[src/rtl/core/brz_pkg.sv]
`timescale 1ns / 1ps

package brz_pkg;

  // one input word: a source pixel write or a destination pixel request
  typedef struct packed {
    logic        req_type;
    logic [11:0] pixel_col;
    logic [11:0] pixel_row;
    logic [7:0]  chan_zero;
    logic [7:0]  chan_one;
    logic [7:0]  chan_two;
  } in_word_t;

  // one result word
  typedef struct packed {
    logic [11:0] out_col;
    logic [11:0] out_row;
    logic [7:0]  out_chan_zero;
    logic [7:0]  out_chan_one;
    logic [7:0]  out_chan_two;
  } out_word_t;

  // control that travels with a request from address stage to blend stage
  typedef struct packed {
    logic        valid;
    logic [11:0] col;
    logic [11:0] row;
    logic        x_odd;
    logic        y_odd;
    logic        dx;
    logic        dy;
  } map_ctl_t;

  localparam logic REQ_WRITE = 1'b0;
  localparam logic REQ_READ  = 1'b1;

  // register map (index = paddr / 4)
  localparam logic [2:0] REG_SRC_WIDTH  = 3'd0;
  localparam logic [2:0] REG_SRC_HEIGHT = 3'd1;
  localparam logic [2:0] REG_HSTEP      = 3'd2;
  localparam logic [2:0] REG_VSTEP      = 3'd3;
  localparam logic [2:0] REG_COLOR_MODE = 3'd4;

  localparam logic [8:0]  RST_SRC_WIDTH  = 9'd256;
  localparam logic [8:0]  RST_SRC_HEIGHT = 9'd256;
  localparam logic [23:0] RST_STEP       = 24'd65536;
  localparam logic        RST_COLOR_MODE = 1'b1;

  localparam int PixW = 24;

endpackage

[src/rtl/core/brz_map.sv]
`timescale 1ns / 1ps

module brz_map #(
  parameter int MAX_SRC_WIDTH  = 256,
  parameter int MAX_SRC_HEIGHT = 256,
  parameter int FRAC_BITS      = 16,
  localparam int HalfW  = (MAX_SRC_WIDTH + 1) / 2,
  localparam int HalfH  = (MAX_SRC_HEIGHT + 1) / 2,
  localparam int Hx     = (HalfW > 1) ? $clog2(HalfW) : 1,
  localparam int Hy     = (HalfH > 1) ? $clog2(HalfH) : 1,
  localparam int BankAw = Hx + Hy
) (
  input  logic                        clk_i,
  input  logic                        rst_ni,
  input  logic                        en_i,
  input  logic                        in_valid_i,
  input  brz_pkg::in_word_t           in_word_i,
  input  logic [8:0]                  src_width_i,
  input  logic [8:0]                  src_height_i,
  input  logic [23:0]                 hstep_i,
  input  logic [23:0]                 vstep_i,
  output logic [3:0]                  we_o,
  output logic [BankAw-1:0]           waddr_o,
  output logic [brz_pkg::PixW-1:0]    wdata_o,
  output logic [3:0][BankAw-1:0]      raddr_o,
  output brz_pkg::map_ctl_t           ctl_o,
  output logic [FRAC_BITS-1:0]        fx_o,
  output logic [FRAC_BITS-1:0]        fy_o
);

  localparam int ProdW = 36;
  localparam int IntW  = ProdW - FRAC_BITS;
  localparam int Xw    = $clog2(MAX_SRC_WIDTH);
  localparam int Yw    = $clog2(MAX_SRC_HEIGHT);

  // stage 1: coordinate products
  logic                    s1_valid_q;
  logic                    s1_req_q;
  logic [11:0]             s1_col_q, s1_row_q;
  logic [brz_pkg::PixW-1:0] s1_pix_q;
  logic [ProdW-1:0]        s1_sx_q, s1_sy_q;

  always_ff @(posedge clk_i or negedge rst_ni) begin
    if (!rst_ni) begin
      s1_valid_q <= 1'b0;
    end else if (en_i) begin
      s1_valid_q <= in_valid_i;
    end
  end

  always_ff @(posedge clk_i) begin
    if (en_i) begin
      s1_req_q <= in_word_i.req_type;
      s1_col_q <= in_word_i.pixel_col;
      s1_row_q <= in_word_i.pixel_row;
      s1_pix_q <= {in_word_i.chan_two, in_word_i.chan_one, in_word_i.chan_zero};
      s1_sx_q  <= ProdW'(in_word_i.pixel_col) * ProdW'(hstep_i);
      s1_sy_q  <= ProdW'(in_word_i.pixel_row) * ProdW'(vstep_i);
    end
  end

  // source size clamp
  logic [12:0] w_c, h_c, w_m1, h_m1;

  always_comb begin
    if (src_width_i == 9'd0) begin
      w_c = 13'd1;
    end else if (13'(src_width_i) > 13'(MAX_SRC_WIDTH)) begin
      w_c = 13'(MAX_SRC_WIDTH);
    end else begin
      w_c = 13'(src_width_i);
    end
    if (src_height_i == 9'd0) begin
      h_c = 13'd1;
    end else if (13'(src_height_i) > 13'(MAX_SRC_HEIGHT)) begin
      h_c = 13'(MAX_SRC_HEIGHT);
    end else begin
      h_c = 13'(src_height_i);
    end
    w_m1 = w_c - 13'd1;
    h_m1 = h_c - 13'd1;
  end

  // neighbor coordinates, clamped at the frame edge
  logic [IntW:0] px, py, px1, py1, wme, hme, x0e, x1e, y0e, y1e;
  logic [Xw-1:0] x0, x1;
  logic [Yw-1:0] y0, y1;

  always_comb begin
    px  = (IntW+1)'(s1_sx_q[ProdW-1:FRAC_BITS]);
    py  = (IntW+1)'(s1_sy_q[ProdW-1:FRAC_BITS]);
    px1 = px + (IntW+1)'(1);
    py1 = py + (IntW+1)'(1);
    wme = (IntW+1)'(w_m1);
    hme = (IntW+1)'(h_m1);
    x0e = (px  < wme) ? px  : wme;
    x1e = (px1 < wme) ? px1 : wme;
    y0e = (py  < hme) ? py  : hme;
    y1e = (py1 < hme) ? py1 : hme;
    x0  = x0e[Xw-1:0];
    x1  = x1e[Xw-1:0];
    y0  = y0e[Yw-1:0];
    y1  = y1e[Yw-1:0];
  end

  // four banks by row and column parity; bank index = {row odd, col odd}
  logic [Xw-1:0] col_sel;
  logic [Yw-1:0] row_sel;

  always_comb begin
    for (int b = 0; b < 4; b++) begin
      col_sel = (x0[0] == b[0]) ? x0 : x1;
      row_sel = (y0[0] == b[1]) ? y0 : y1;
      raddr_o[b] = {Hy'(row_sel >> 1), Hx'(col_sel >> 1)};
    end
  end

  // pixel write into its bank
  logic in_range;

  always_comb begin
    in_range = (13'(s1_col_q) < 13'(MAX_SRC_WIDTH)) &&
               (13'(s1_row_q) < 13'(MAX_SRC_HEIGHT));
    for (int b = 0; b < 4; b++) begin
      we_o[b] = en_i && s1_valid_q && (s1_req_q == brz_pkg::REQ_WRITE) && in_range &&
                (s1_row_q[0] == b[1]) && (s1_col_q[0] == b[0]);
    end
    waddr_o = {Hy'(s1_row_q >> 1), Hx'(s1_col_q >> 1)};
    wdata_o = s1_pix_q;
  end

  // stage 2: aligned with the bank read data
  brz_pkg::map_ctl_t s2_ctl_q;
  logic [FRAC_BITS-1:0] s2_fx_q, s2_fy_q;

  always_ff @(posedge clk_i or negedge rst_ni) begin
    if (!rst_ni) begin
      s2_ctl_q <= '0;
    end else if (en_i) begin
      s2_ctl_q.valid <= s1_valid_q && (s1_req_q == brz_pkg::REQ_READ);
      s2_ctl_q.col   <= s1_col_q;
      s2_ctl_q.row   <= s1_row_q;
      s2_ctl_q.x_odd <= x0[0];
      s2_ctl_q.y_odd <= y0[0];
      s2_ctl_q.dx    <= (x0 != x1);
      s2_ctl_q.dy    <= (y0 != y1);
    end
  end

  always_ff @(posedge clk_i) begin
    if (en_i) begin
      s2_fx_q <= s1_sx_q[FRAC_BITS-1:0];
      s2_fy_q <= s1_sy_q[FRAC_BITS-1:0];
    end
  end

  assign ctl_o = s2_ctl_q;
  assign fx_o  = s2_fx_q;
  assign fy_o  = s2_fy_q;

`ifndef SYNTHESIS
  // a written pixel goes to one bank at most
  a_one_bank: assert property (@(posedge clk_i) disable iff (!rst_ni) $onehot0(we_o))
    else $error("pixel write hits more than one bank");
  // right neighbor is the left one or the next column
  a_x_pair: assert property (@(posedge clk_i) disable iff (!rst_ni)
    s1_valid_q |-> (x1 == x0) || (x1 == x0 + Xw'(1)))
    else $error("column pair not adjacent");
`endif

endmodule

[config.mk]
export PLATFORM = sky130hd
export DESIGN_NAME = brz_map
export DESIGN_NICKNAME = d
export VERILOG_FILES = /design/src/rtl/core/brz_pkg.sv /design/src/rtl/core/brz_map.sv
export SDC_FILE = /design/constraint.sdc
export NUM_CORES = 2
export LEC_CHECK = 0
export ABC_CLOCK_PERIOD_IN_PS = 6500
export BUFFER_PORTS_ARGS = -buffer_cell sky130_fd_sc_hd__buf_2
export CORE_MARGIN = 2
export CORE_UTILIZATION = 50
export CTS_CLUSTER_DIAMETER = 100
export DETAILED_ROUTE_END_ITERATION = 12
export PLACE_DENSITY = 0.8
export SYNTH_ARGS = -nofsm -noshare
export SYNTH_HDL_FRONTEND = slang
export SYNTH_SLANG_ARGS = --single-unit
[constraint.sdc]
create_clock -name clk_i -period 6.5 [get_ports clk_i]
set_input_delay 1.3 -clock clk_i [delete_from_list [all_inputs] [get_ports clk_i]]
set_output_delay 1.3 -clock clk_i [all_outputs]
set_load 0.05 [all_outputs]
# ---- Word level (Yosys, flattened, before mapping)
# Cells that the tools add are included.
dict set report totals {
  register_bits 183
  input_bits 119
  out_inout_bits 159
  wordCells 60
}
dict set report op_classes {
  add_sub_neg 4
  multipliers 2
  magnitude_cmp 8
  eq_ne 2
  muxes 12
  n_bitwise 3
  n_reduce_logical 13
}
# cell count
set op_table {}
lappend op_table {{$mul A12 B24 Y36} 2}
lappend op_table {{$mux W8} 8}
lappend op_table {{$add A20 B1 Y21 const B} 2}
lappend op_table {{$lt A21 B13 Y1} 2}
lappend op_table {{$lt A20 B13 Y1} 2}
lappend op_table {{$mux W13} 2}
lappend op_table {{$sub A13 B1 Y13 const B} 2}
lappend op_table {{$lt A12 B9 Y1 const B} 2}
lappend op_table {{$gt A9 B9 Y1 const B} 2}
lappend op_table {{$logic_not A9 Y1} 2}
lappend op_table {{$mux W9} 2}
lappend op_table {{$ne A8 B8 Y1} 2}
lappend op_table {{$logic_and A1 B1 Y1} 11}
lappend op_table {{$not A1 Y1} 3}

# ---- Depth between registers and ports, before layout
dict set report depth {
  word_depth 7
  mapped_depth 23
}

# ---- Least setup slack after synthesis
# OpenSTA, ideal clock, no wires.
dict set report synth_timing {
  kind {in2out}
  start {input port src_height_i[2]}
  end {output port raddr_o[50] (netlist bit)}
  arrival_ps 6501
  path_slack_ps -1301
  path_stages 18
  cell_sequence {nor4_1 -> nand2_1 -> nor2_1 -> o21ai_0 -> ha_1 -> clkbuf_1 -> xnor2_1 -> ha_1 -> and3_1 -> o21ai_0 -> o211ai_1 -> o2111a_1 -> nor3_1 -> o21ba_2 -> nand2b_1 -> and2_1 -> a221oi_1 -> buf_4}
}
# element line
set synth_rtl {}
lappend synth_rtl {{from (decl)} brz_map.sv:19} ;# input logic [8:0] src_height_i,
lappend synth_rtl {{to (decl)} brz_map.sv:25} ;# output logic [3:0][BankAw-1:0] raddr_o,

==> metrics.md <==
| Metric | Value |
|---|---|
| Asr flop ratio synth | `16.4%` |
| Worst vdd ir | `0.000351 V` |
| Register Area | `5350 sq um` |
| Distinct cells, synth | `82` |
| Pwr Density | `502 nW/um^2` |
| # port buffers | `277` |
| Drt first pass iters | `5` |
| Hold Vio Cnt, Final | `0` |
| Status | `finished, final reports clean` |
| Sw Share | `45.8%` |
| DRC violations left | `0` |
| Sw power | `7370 uW` |
| Largest net degree at the start of global routing | `69` |
| Post-route ant nets | `0` |
| Crit path launch type | `primary input` |
| Final Cycle Share | `98.0%` |
| Worst-Skew Late Latency | `0.49 ns` |
| Initial Util | `50.9%` |
| Aggregate routed wire length | `66400 microns` |
| Die X | `236 microns` |
| CTS tree | `yes` |
| Clock Skew | `0.0195 ns` |
| Post-synth top flop | `edfxtp_1` |
| Fill cells | `4202` |
| Vias in the first global route | `21.7k` |
| Cts hold-fix bufs | `0` |
| Chip Height | `236 microns` |
| Crit. Startpoint | `src_height_i[5]` |
| Synthesized area | `26800 sq um` |
| Share of cells above drive strength 1 | `22.3%` |
| Hold wc startpoint | `s1_sx_q[0]` |
| DIE AREA | `55500 sq um` |
| Clock-pin slew on the worst setup and hold paths | `0.07 ns` |
| EDFF count, synth | `153` |
| Internal power | `8720 uW` |
| DPL Wire Length | `55200 microns` |
| CP Capture Type | `primary output` |
| RSZ-0062 raised after global routing | `yes` |
| Average wire per standard cell | `16.8 microns` |
| Global-route wire length before repair | `109000 microns` |
| CP Data Arrival Time | `5.07 ns` |
| Clock net sink count | `183` |
| H-tree depth | `4` |
| Total gr overflow | `0` |
| # rows | `84` |
| Via count | `20.9k` |
| Reg2reg start | `s1_sx_q[16]` |
| Setup CP Type | `primary input to primary output` |
| Longest Clk Path Bufs | `2` |
| Commonest non-fill, non-tap cell in the layout | `inv_1` |
| Root Buffer | `clkbuf_16` |
| Crit path max fanout | `7` |
| Drt initial violations | `1446` |
| Leak | `0.0158 uW` |
| CTS buffer count | `17` |
| Mapped Cells | `2799` |
| Vias per cell | `5.28` |
| Sequential area share after synthesis | `19.9%` |
| Clock power share | `7.2%` |
| Fin. max-slew vios | `0` |
| I/O pin cnt | `278` |
| Multi-input logic area | `19200 sq um` |
| Syn Area/Cell | `9.59 sq um` |
| Fmax | `157 MHz` |
| Final setup viols | `0` |
| Sequential cell fraction of total power | `14.9%` |
| Initial antenna violation count | `4` |
| Fin crit period | `6.37 ns` |
| Most frequent cells in the layout | `inv_1, nand2_1, fa_1, buf_4, buf_2` |
| Total GRT Usage | `24.4%` |
| Seq cells post-synth | `183` |
| HP Class | `flop to flop` |
| Worst-Margin Slew | `1.10 ns` |
| Gpl congestion | `0.942` |
| Required time worst endpoint | `5.20 ns` |
| Power consumption | `16100 uW` |
| Max Cap Viol | `0` |
| Comb pwr share | `78.0%` |
| Core area | `52800 sq um` |
| Core Util, Final | `60.7%` |
| Warning count from the yosys run | `0` |
| Synth-to-Final Area Change | `19.4%` |
| # nets final | `4000` |
| Relative slew slack | `26.8%` |
## cells by family (layout without fill, tap and decap cells)
logic type / after synthesis / after routing / share of synthesized area, %
AND/OR/NAND/NOR: 845 / 845 / 15.0
buffers and inverters: 706 / 1158 / 10.5
adder cells (fa/ha/maj): 636 / 636 / 42.0
AO/OA/AOI/OAI: 272 / 272 / 7.00
flip-flops: 183 / 183 / 19.9
XOR/XNOR: 97 / 97 / 3.17
multiplexers: 59 / 59 / 2.38
other: 1 / 10 / 0.0140
## stage by stage
| stage | instance area (sq um) | setup TNS, ns | cells | hold WS [ns] | setup slack [ns] |
|---|---|---|---|---|---|
| 2_1_floorplan | 27400 | -3.78 | 2806 | 0.400 | -0.207 |
| 3_3_place_gp | 31000 | -2.11 | 3907 | 0.402 | -0.314 |
| 3_5_place_dp | 31000 | -3.67 | 3907 | 0.405 | -0.440 |
| 4_1_cts | 31700 | -0.00128 | 3939 | 0.421 | -0.00128 |
| 5_1_grt | 32000 | -0.535 | 3948 | 0.431 | -0.0838 |
| 6_report | 32000 | 0 | 3948 | 0.420 | 0.131 |
## worst max-delay path: stages
cell      delay (ns)
buf_2           0.14
nor4_4          0.27
nand2_1         0.10
nor2_2          0.18
o21ai_4         0.09
ha_4            0.19
inv_2           0.05
nor3_1          0.04
o31a_1          0.28
ha_1            0.29
and3_4          0.19
nand4_1         0.13
o211ai_1        0.27
o2111a_2        0.32
nor2_4          0.06
o21ba_4         0.25
nand2b_4        0.15
and2_4          0.16
a221oi_4        0.36
buf_6           0.21
## flip-flops by register name, indices dropped and copies added (netlist names)
register / flops
s1_req_q: 1
s1_valid_q: 1
fx_o: 16
wdata_o: 24
ctl_o: 29
s1_col_q: 12
s1_sx_q: 36
s1_sy_q: 36
fy_o: 16
s1_row_q: 12
## worst paths after layout
check,to,slack [ns],depth (start not counted)
max in group asynchronous,ctl_o[27],4.79,1
min in group asynchronous,ctl_o[2],1.02,1
setup / recovery,raddr_o[50],0.13,20
setup reg to reg,ctl_o[1],1.91,16
hold / removal,fx_o[0],0.42,0
hold reg to reg,fx_o[0],0.42,0
## metal layers
layer,track usage [%],wire length (microns),vias up
li1,-,-,9646
met1,31.5,27600,10299
met2,42.6,32900,798
met3,3.42,4270,108
met4,7.70,1690,0
met5,0,0,-
## power groups by stage
stage | Sequential (uW) | Combinational, uW | Clock, uW
after floorplan | 2610 | 8020 | 0
after global placement | 2390 | 11700 | 0
after detailed placement | 2410 | 12100 | 0
after CTS | 2380 | 12300 | 1180
after global routing | 2420 | 14100 | 1220
final | 2390 | 12500 | 1160
## area by class of cell
class / count / area share [%]
antenna: 2 / 0.0156
clock buffer: 19 / 1.38
clock inverter: 13 / 0.598
inverter: 551 / 6.46
multi-input combinational: 1917 / 60.1
sequential: 183 / 16.7
tap: 688 / 2.69
timing repair buffer: 575 / 12.1
## repair_timing
item / in CTS / in global routing
buffers inserted: 0 / 6
gates cloned: 0 / 1
pin swaps: 0 / 13
gates resized for setup: 12 / 100
endpoints found under the setup margin: 25 / 65
## synthesized netlist by cell type, drive strengths merged (7+ instances only)
| cell type | n | area [sq um] |
|---|---|---|
| a2111oi | 7 | 80.1 |
| a211o | 8 | 71.3 |
| a211oi | 11 | 82.6 |
| a21o | 30 | 225 |
| a21oi | 60 | 300 |
| and2 | 184 | 1150 |
| and3 | 9 | 56.3 |
| buf | 51 | 372 |
| clkbuf | 104 | 390 |
| dfrtp | 30 | 751 |
| edfxtp | 153 | 4590 |
| fa | 440 | 8810 |
| ha | 196 | 2450 |
| inv | 551 | 2070 |
| mux2 | 26 | 293 |
| mux2i | 33 | 345 |
| nand2 | 454 | 1700 |
| nand2b | 9 | 56.3 |
| nand3 | 31 | 160 |
| nand4 | 19 | 138 |
| nor2 | 61 | 231 |
| nor2b | 12 | 75.1 |
| nor3 | 22 | 121 |
| nor4 | 17 | 119 |
| o2111ai | 7 | 61.3 |
| o211ai | 7 | 52.6 |
| o21a | 14 | 105 |
| o21ai | 54 | 274 |
| o21bai | 8 | 60.1 |
| o31ai | 11 | 82.6 |
| or3 | 7 | 43.8 |
| xnor2 | 67 | 587 |
| xor2 | 30 | 263 |
(Power assumes the default switching activity.)
